### config.mk
export PLATFORM = sky130hd
export DESIGN_NAME = bhs_ram
export DESIGN_NICKNAME = d
export VERILOG_FILES = /design/src/bucketed_hash_set_assert.svh /design/src/bhs_ram.sv
export SDC_FILE = /design/constraint.sdc
export NUM_CORES = 1
export LEC_CHECK = 0
export BUFFER_PORTS_ARGS = -buffer_cell sky130_fd_sc_hd__buf_2
export CELL_PAD_IN_SITES_DETAIL_PLACEMENT = 1
export CELL_PAD_IN_SITES_GLOBAL_PLACEMENT = 1
export CORE_ASPECT_RATIO = 0.6
export CORE_MARGIN = 2
export CORE_UTILIZATION = 50
export DETAILED_ROUTE_END_ITERATION = 7
export PLACE_DENSITY = 0.76
export REMOVE_ABC_BUFFERS = 1
export SYNTH_ARGS = -nofsm -noshare
export SYNTH_HDL_FRONTEND = slang
export SYNTH_SLANG_ARGS = --single-unit
export TNS_END_PERCENT = 20
### constraint.sdc
create_clock -name clk_i -period 1.9 [get_ports clk_i]
set_clock_uncertainty 0.1 [all_clocks]
set_input_delay 0.19 -clock clk_i [delete_from_list [all_inputs] [get_ports clk_i]]
set_output_delay 0.19 -clock clk_i [all_outputs]
set_load 0.05 [all_outputs]
### src/bucketed_hash_set_assert.svh
// ----------------------------------------------------------------------------
// bucketed_hash_set assertion macros
// concurrent assertion helpers, empty under synthesis
// ----------------------------------------------------------------------------
`ifndef BUCKETED_HASH_SET_ASSERT_SVH
`define BUCKETED_HASH_SET_ASSERT_SVH

`ifndef SYNTHESIS
`define BHS_ASSERT(name, clk, rst_n, prop) \
  name: assert property (@(posedge clk) disable iff (!rst_n) prop) \
    else $error("bucketed_hash_set assertion failed");
`define BHS_ASSERT_ALWAYS(name, clk, prop) \
  name: assert property (@(posedge clk) prop) \
    else $error("bucketed_hash_set assertion failed");
`else
`define BHS_ASSERT(name, clk, rst_n, prop)
`define BHS_ASSERT_ALWAYS(name, clk, prop)
`endif

`endif

### src/bhs_ram.sv
// ----------------------------------------------------------------------------
// bhs_ram
// generic simple dual port ram, one write and one registered read port
// ----------------------------------------------------------------------------
module bhs_ram #(
  parameter int WIDTH = 8,
  parameter int DEPTH = 16,
  parameter int AW    = (DEPTH > 1) ? $clog2(DEPTH) : 1
) (
  input  logic             clk_i,
  input  logic             we_i,
  input  logic [AW-1:0]    waddr_i,
  input  logic [WIDTH-1:0] wdata_i,
  input  logic             re_i,
  input  logic [AW-1:0]    raddr_i,
  output logic [WIDTH-1:0] rdata_o
);

  logic [WIDTH-1:0] mem_q [DEPTH];
  logic [WIDTH-1:0] rdata_q;

  always_ff @(posedge clk_i) begin
    if (we_i) begin
      mem_q[waddr_i] <= wdata_i;
    end
    if (re_i) begin
      rdata_q <= mem_q[raddr_i];
    end
  end

  assign rdata_o = rdata_q;

endmodule

==> flow_summary.ini <==
[detailed_routing]
detail_route.wirelength_um = 10500
drt_pre_antenna_iters = 4
ant_nets = 0
route.detailed.wl_per_inst_um = 24.2
post_drt_via_cell_ratio = 5.73
drc = 0
num_vias = 2497
drtIter0Drc = 227

[power]
power.share.clock_pct = 45.7
power_density_mw_per_mm2 = 1110
cell_int_power_mw = 5.45
switchingPower_mw = 1.48
power.share.sequential_pct = 49.1
leakage_nw = 2.11
power.combinational.fraction_pct = 5.2
switching_share_pct = 21.4
max-vdd-ir-drop_uv = 809

[place]
port_bufs = 26
place.detailed.hpwl_um = 7110
globalplace.congestion = 0.707

[yosys]
yosysWarnings = 0
seq_area_frac_synth_pct = 78.1
ys_ff_latch = 136
count_of_distinct_cell_types_in_the_synthesized_netlist = 18
synth.area.top_cells = edfxtp_1, mux4_2, mux4_1
synth.top_cell.area_share_pct = 78.1
post_synth_instance_area_mm2 = 0.00523
synthesis.instances = 229
netlist.top_cell.by_area = edfxtp_1
avgSynthCellArea_um2 = 22.8

[setup_path]
cpMaxStageDelayCell = mux4_2
crit_fanout = 1
critPathBufInv = 0
path_class = register to register
critPathArrivalTime_ns = 1.65
crit_path_end_kind = register
worst-endpoint-required_ns = 1.95
cp_cell_sequence = mux4_2 -> a22oi_1 -> nand2_1
critical_path.startpoint_type = register
path_delay_family = multiplexers
slowest_delay_ns = 0.48

[cts]
clockBufferDepth = 2
clk_pin_slew_worst_paths_ns = 0.06
cts_buffers = 17
post_cts_repair_setup_buffers = 0
tritoncts = yes
clock_latency_ns = 0.41
ctsRootBufferMaster = clkbuf_16
htree_levels = 4
hold_buffers = 0
postCtsResizedCells = 0
tritoncts_num_sinks = 136

[sta]
final_period_minus_worst_setup_slack_ns = 1.60
setup_viol = 0
slew_viol_final = 0
fin_setup_tns_ns = 0
grt_setup_unrepaired = no
clock.fmax_mhz = 625
post_route_clock_period_utilization_pct = 84.2
hold_viol_final = 0
worst-slew-pin-transition_ns = 0.455
worst_slew_margin_rel_pct = 69.7

[hold_path]
hold_class = input port to register

[layout]
nets = 307
layout.cells.most_common = edfxtp_1
finalCoreUtilization_pct = 62.1
layout.cells.most_common_list = edfxtp_1, buf_2, buf_4, mux4_2, clkbuf_16
area_growth_pct = 19.0
antennaDiodeCount = 0
post_route_cells_drive_above_1_share_pct = 33.2

[global_route]
grt_ovf = 0
initial_antenna_violation_count = 0
first_global_vias = 2683
maximum_number_of_pins_on_one_net_before_global_route_repair = 17
grt_util_all_layers_pct = 20.8
grt_first_pass_wirelength_um = 16300

[floorplanning]
die_area_mm2 = 0.0113
floorplan.initialDensity_pct = 52.2
floorplan.core_area_mm2 = 0.0100
die_y_um = 83.2
io_pins = 27
die-width_um = 136
floorplan.rows = 28

[job]
drv_cap = 0

[outcome]
outcome = finished, final reports clean
-- through the flow --
step	cell area [um^2]	setup slack [ns]	hold slack, ns	total power [mW]	cells
2_1_floorplan	5140	0.117	0.189	3.64	219
3_3_place_gp	5650	0.0886	0.471	3.81	404
3_5_place_dp	5650	0.0159	0.485	3.83	404
4_1_cts	6220	0.248	0.0458	6.99	436
5_1_grt	6220	0.223	0.0462	7.15	436
6_report	6220	0.300	0.0610	6.93	436
-- final timing paths --
| check | from | endpoint | slack (ns) | cells after the start |
|---|---|---|---|---|
| max | mem_q[11][0]$_DFFE_PP_ | rdata_o[0]$_DFFE_PP_ | 0.30 | 3 |
| min | wdata_i[4] | mem_q[5][4]$_DFFE_PP_ | 0.06 | 1 |
| max reg2reg | mem_q[11][0]$_DFFE_PP_ | rdata_o[0]$_DFFE_PP_ | 0.30 | 3 |
| min reg2reg | mem_q[7][0]$_DFFE_PP_ | rdata_o[0]$_DFFE_PP_ | 0.65 | 3 |
-- power groups by stage --
stage / Clock, mW / Combinational (mW) / Sequential, mW
2_1_floorplan: 0 / 0.135 / 3.51
3_3_place_gp: 0 / 0.353 / 3.46
3_5_place_dp: 0 / 0.368 / 3.46
4_1_cts: 3.22 / 0.370 / 3.40
5_1_grt: 3.35 / 0.393 / 3.41
6_report: 3.17 / 0.363 / 3.40
-- per-layer routing --
metal	part of all wire [%]	wire, um	vias to the layer above	global-route usage, %
met5	0	0	-	0
met4	1.2	128	0	7.39
met3	7.9	830	12	5.13
met2	47	4980	96	30.5
met1	44	4600	1285	30.8
li1	-	-	1104	-
-- layout make-up --
type | instances | area (um^2)
flip-flops and latches | 136 | 4080
fillers | 872 | 3800
multi-input cells | 83 | 1060
clock buffers | 17 | 425
repair buffers | 50 | 335
well taps | 135 | 169
clock inverters | 15 | 151
-- state kept, by name, indices dropped and copies added, names as in the netlist --
signal	count
mem_q	128
rdata_o	8
-- cell families after synthesis --
logic type / Yosys count / synth area share, %
flops: 136 / 78.1
simple gates: 35 / 3.14
compound gates: 16 / 2.30
buf+inv: 10 / 1.65
mux: 32 / 14.8
-- synth_stat cells --
cell / count
a22oi_1: 16
and2_1: 1
buf_6: 3
mux4_2: 18
nand2_1: 9
nor2_1: 13
nand2b_1: 2
nor3_1: 4
mux4_1: 14
nand3_1: 1
buf_4: 1
and2b_1: 1
or3b_2: 1
clkdlybuf4s25_2: 3
nand3b_1: 2
nor2b_1: 1
edfxtp_1: 136
buf_2: 3
Note: power is estimated with default switching activity, not from simulation.
