===== src/bucketed_hash_set_assert.svh =====
// ----------------------------------------------------------------------------
// bucketed_hash_set assertion macros
// concurrent assertion helpers, empty under synthesis
// ----------------------------------------------------------------------------
`ifndef BUCKETED_HASH_SET_ASSERT_SVH
`define BUCKETED_HASH_SET_ASSERT_SVH

`ifndef SYNTHESIS
`define BHS_ASSERT(name, clk, rst_n, prop) \
  name: assert property (@(posedge clk) disable iff (!rst_n) prop) \
    else $error("bucketed_hash_set assertion failed");
`define BHS_ASSERT_ALWAYS(name, clk, prop) \
  name: assert property (@(posedge clk) prop) \
    else $error("bucketed_hash_set assertion failed");
`else
`define BHS_ASSERT(name, clk, rst_n, prop)
`define BHS_ASSERT_ALWAYS(name, clk, prop)
`endif

`endif


===== src/bhs_pkg.sv =====
// ----------------------------------------------------------------------------
// bhs_pkg
// shared codes and state types of the bucketed hash set
// ----------------------------------------------------------------------------
package bhs_pkg;

  localparam logic [1:0] MODE_INSERT = 2'd0;
  localparam logic [1:0] MODE_REMOVE = 2'd1;
  localparam logic [1:0] MODE_LOOKUP = 2'd2;

  localparam logic [1:0] ST_DONE = 2'd0;
  localparam logic [1:0] ST_MISS = 2'd1;
  localparam logic [1:0] ST_FULL = 2'd2;

  localparam logic [1:0] CFG_SLOTS = 2'd0;
  localparam logic [1:0] CFG_WAYS  = 2'd1;

  localparam logic [31:0] HASH_SEED  = 32'd5381;
  localparam int          HASH_SHIFT = 5;

  typedef enum logic [1:0] {
    H_IDLE,
    H_BYTE,
    H_DIV,
    H_DONE
  } bhs_hash_state_e;

  typedef enum logic [3:0] {
    S_CLEAR,
    S_IDLE,
    S_HASH,
    S_ROW,
    S_COUNT,
    S_RD,
    S_CMP,
    S_SH_RD,
    S_SH_WR,
    S_CLRV,
    S_DONE
  } bhs_state_e;

endpackage


===== src/bhs_hash.sv =====
// ----------------------------------------------------------------------------
// bhs_hash
// djb2 over the key one byte a cycle, then restoring modulo one bit a cycle
// ----------------------------------------------------------------------------
module bhs_hash import bhs_pkg::*; #(
  parameter int DIV_W = 9
) (
  input  logic             clk_i,
  input  logic             rst_ni,
  input  logic             start_i,
  input  logic [63:0]      key_i,
  input  logic [3:0]       len_i,
  input  logic [DIV_W-1:0] div_i,
  output logic             done_o,
  output logic [DIV_W-1:0] rem_o
);

  bhs_hash_state_e state_q, state_d;
  logic [31:0]      h_q, h_d;
  logic [63:0]      key_q, key_d;
  logic [5:0]       cnt_q, cnt_d;
  logic [DIV_W-1:0] rem_q, rem_d;
  logic [DIV_W:0]   trial;

  always_ff @(posedge clk_i or negedge rst_ni) begin
    if (!rst_ni) begin
      state_q <= H_IDLE;
      cnt_q   <= '0;
    end else begin
      state_q <= state_d;
      cnt_q   <= cnt_d;
    end
  end

  always_ff @(posedge clk_i) begin
    h_q   <= h_d;
    key_q <= key_d;
    rem_q <= rem_d;
  end

  assign trial = {rem_q, h_q[31]};

  always_comb begin
    state_d = state_q;
    h_d     = h_q;
    key_d   = key_q;
    cnt_d   = cnt_q;
    rem_d   = rem_q;
    case (state_q)
      H_IDLE: begin
        if (start_i) begin
          h_d     = HASH_SEED;
          key_d   = key_i;
          cnt_d   = {2'b00, len_i};
          state_d = H_BYTE;
        end
      end
      H_BYTE: begin
        if (cnt_q == '0) begin
          rem_d   = '0;
          cnt_d   = 6'd32;
          state_d = H_DIV;
        end else begin
          h_d   = (h_q << HASH_SHIFT) + h_q + {24'b0, key_q[7:0]};
          key_d = key_q >> 8;
          cnt_d = cnt_q - 6'd1;
        end
      end
      H_DIV: begin
        // remainder stays below the divisor, so the trial fits one extra bit
        if (trial >= {1'b0, div_i}) begin
          rem_d = DIV_W'(trial - {1'b0, div_i});
        end else begin
          rem_d = trial[DIV_W-1:0];
        end
        h_d   = h_q << 1;
        cnt_d = cnt_q - 6'd1;
        if (cnt_q == 6'd1) begin
          state_d = H_DONE;
        end
      end
      H_DONE: begin
        state_d = H_IDLE;
      end
      default: begin
        state_d = H_IDLE;
      end
    endcase
  end

  assign done_o = (state_q == H_DONE);
  assign rem_o  = rem_q;

endmodule


===== config.mk =====
export PLATFORM = sky130hd
export DESIGN_NAME = bhs_hash
export DESIGN_NICKNAME = d
export VERILOG_FILES = /design/src/bucketed_hash_set_assert.svh /design/src/bhs_pkg.sv /design/src/bhs_hash.sv
export SDC_FILE = /design/constraint.sdc
export NUM_CORES = 1
export LEC_CHECK = 0
export BUFFER_PORTS_ARGS = -buffer_cell sky130_fd_sc_hd__buf_2
export CAP_MARGIN = 25
export CORE_ASPECT_RATIO = 0.5
export CORE_MARGIN = 2
export CORE_UTILIZATION = 35
export DETAILED_ROUTE_END_ITERATION = 12
export SYNTH_ARGS = -nofsm -noshare
export SYNTH_HDL_FRONTEND = slang
export SYNTH_SLANG_ARGS = --single-unit

===== constraint.sdc =====
create_clock -name clk_i -period 10.2 [get_ports clk_i]
set_clock_uncertainty 0.2 [all_clocks]
set_input_delay 2.55 -clock clk_i [delete_from_list [all_inputs] [get_ports clk_i]]
set_output_delay 2.55 -clock clk_i [all_outputs]
set_load 0.02 [all_outputs]

==> results.yml <==
sta:
  setup_tns_ps: 0
  setup_viol: 0
  slew_viol_final: 0
  hold_viol: 0
  tightestPinTransition_ps: 954
  grt_setup_unrepaired: "no"
  finalCritPeriodShare_pct: 45.8
  max-slew-margin-rel_pct: 36.4
  fmax_ghz: 0.214
  fin_crit_ps: 4670
clock_network:
  cts_setup_buffers: 0
  cts_tree: "built"
  hold_buffers: 0
  cts_max_level: 4
  cts-root-buf: "clkbuf_16"
  cts.reportedPaths.clkPinSlew_ps: 60
  clock_sinks: 113
  clock_latency_ps: 430
  cts_resized: 0
  cts_buffers: 17
  cts.path.max_buffers: 2
logic_synthesis:
  yosysTopAreaCell: "edfxtp_1"
  synth_top_area_share_pct: 41.7
  synth_area_um2: 7560
  yosys_warnings: 0
  async_flop_share_pct: 7.08
  ys.flop_type: "edfxtp_1"
  syn_nets: 858
  ys_seq_area_share_pct: 44.4
  synth-edff-count: 105
  yosysUniqueCellTypes: 61
  synth_seq_cells: 113
  synth.avg_cell_area_um2: 10.8
  synthCells: 697
  synthTopCellsByArea: "edfxtp_1 (42%), ha_1 (13%), mux2_2 (8.5%)"
grt:
  grt_max_degree: 80
  grt_pass1_vias: 5611
  grt-ovfl-total: 0
  grt_pass1_wl_um: 28100
  antenna_found_initial: 3
  grtUsageTotal_pct: 15.8
floorplan:
  fp.dieW_um: 212
  start_util_pct: 36.2
  core-area_um2: 20900
  die_h_um: 108
  fp-row-count: 37
  pin_count: 90
  dieArea_um2: 22900
finish:
  seqCellArea_um2: 3350
  multi_input_area_um2: 4030
  n_fill_cell: 2037
  area_growth_pct: 17.5
  nNetsFinal: 945
  fin_area_um2: 8880
  drive_gt1_share_pct: 23.7
  fin_util_pct: 42.5
  fin_cells: 1090
place:
  dp_cells: 1057
  dp_hpwl_um: 12600
  place_area_um2: 8360
  numPortBuffers: 89
  place.gp.congestion: 0.902
drt:
  vias_per_cell: 5.20
  drt_wl_total_um: 17400
  drt_first_pass_iters: 5
  num_vias: 5667
  ant_nets: 0
  wl_per_cell_um: 16.0
  drtIter0Drc: 340
  remaining_drc_errors: 0
critical_path:
  worstSetupPathType: "primary input to register"
  critPathRequiredTime_ps: 10270
  end_kind: "register"
  cp-start-kind: "primary input"
  critPathMaxFanout: 5
  critPathArrivalTime_ps: 4740
run_status:
  outcome: "completed"
job:
  drv_cap: 0
min_path:
  hold_path.class: "register to register"
[cell families after synthesis]
| family | share of synthesized area [%] |
|---|---|
| AOI/OAI and AO/OA | 15.8 |
| xor gates and xnor gates | 2.67 |
| adders and majority gates | 13.9 |
| buffers and inverters | 2.78 |
| DFF | 44.4 |
| muxes | 8.76 |
| and+or+nand+nor | 11.8 |
[synthesized netlist by cell type, types with 6 or more instances]
cell	number
o211ai_1	6
nand3_1	17
nand2_1	49
o21ai_0	36
mux2_2	57
clkbuf_1	26
edfxtp_1	105
a21oi_1	50
xnor2_1	12
nor2b_1	12
nor3_1	10
nor2_1	52
a21o_1	22
and3_1	7
xor2_1	11
a211oi_1	9
dfrtp_1	8
ha_1	76
a22oi_1	9
or3_1	8
o21a_1	7
inv_1	30
[worst paths after layout]
path                       depth (start not counted)  slack, ps                endpoint                 start
min in group asynchronous                          1       1760    cnt_q[3]$_DFFE_PN0P_                rst_ni
min                                                1        330    cnt_q[4]$_DFFE_PN0P_  cnt_q[4]$_DFFE_PN0P_
max in group asynchronous                          1       7860    cnt_q[4]$_DFFE_PN0P_                rst_ni
max reg2reg                                       11       6450       h_q[24]$_DFFE_PP_      h_q[0]$_DFFE_PP_
max                                               10       5530  rem_o[6]$_SDFFCE_PN0P_              div_i[0]
min reg2reg                                        1        330    cnt_q[4]$_DFFE_PN0P_  cnt_q[4]$_DFFE_PN0P_
[metal layers]
metal  up-vias  track usage [%]  wire length, µm
li1       2814                -                -
met1      2687             20.1             8090
met2       138             25.3             7870
met3        24             5.78             1220
met4         4             5.18              233
met5         -                0               27
[flip-flops by register name (all words and copies together) (netlist names)]
name and flops:
rem_o 9, key_q 64, state_q 2, h_q 32
cnt_q 6
[final cells by class]
type                            instances  share of cell area (%)
Antenna cell                            1                  0.0282
Clock buffer                           22                    5.11
Clock inverter                         10                   0.747
Inverter                               30                    1.27
Multi-Input combinational cell        528                    45.3
Sequential cell                       113                    37.8
Tap cell                              292                    4.11
Timing Repair Buffer                   94                    5.66
[critical path, cell delays in order]
cell and delay, ps:
buf_2 100, ha_1 210, fa_1 410, nor2b_1 120
o21ai_0 140, a21oi_1 210, o31ai_1 150, and2_1 240
or3b_2 470, a21oi_1 140
[metrics by stage]
stage	hold slack (ps)	worst slack, ps
after CTS	328	5560
final	327	5530
after global placement	309	5170
after global routing	350	5240
after detailed placement	314	5130
after floorplan	288	4100
[cells in the final DEF, fill, tap and decap left out, types with 9 or more instances in the layout]
cell type,instances
xor2_1,11
nor2_1,51
o21ai_0,36
a21oi_1,49
nor3_1,10
nand3_1,17
a211oi_1,9
clkbuf_16,17
buf_2,89
nor2b_1,12
nand2_1,49
a22oi_1,9
mux2_2,57
inv_1,30
a21o_1,22
edfxtp_1,105
xnor2_1,12
ha_1,75
Power is not shown: default switching activity piles up to over one toggle a cycle in this logic, so the estimate is an artifact.
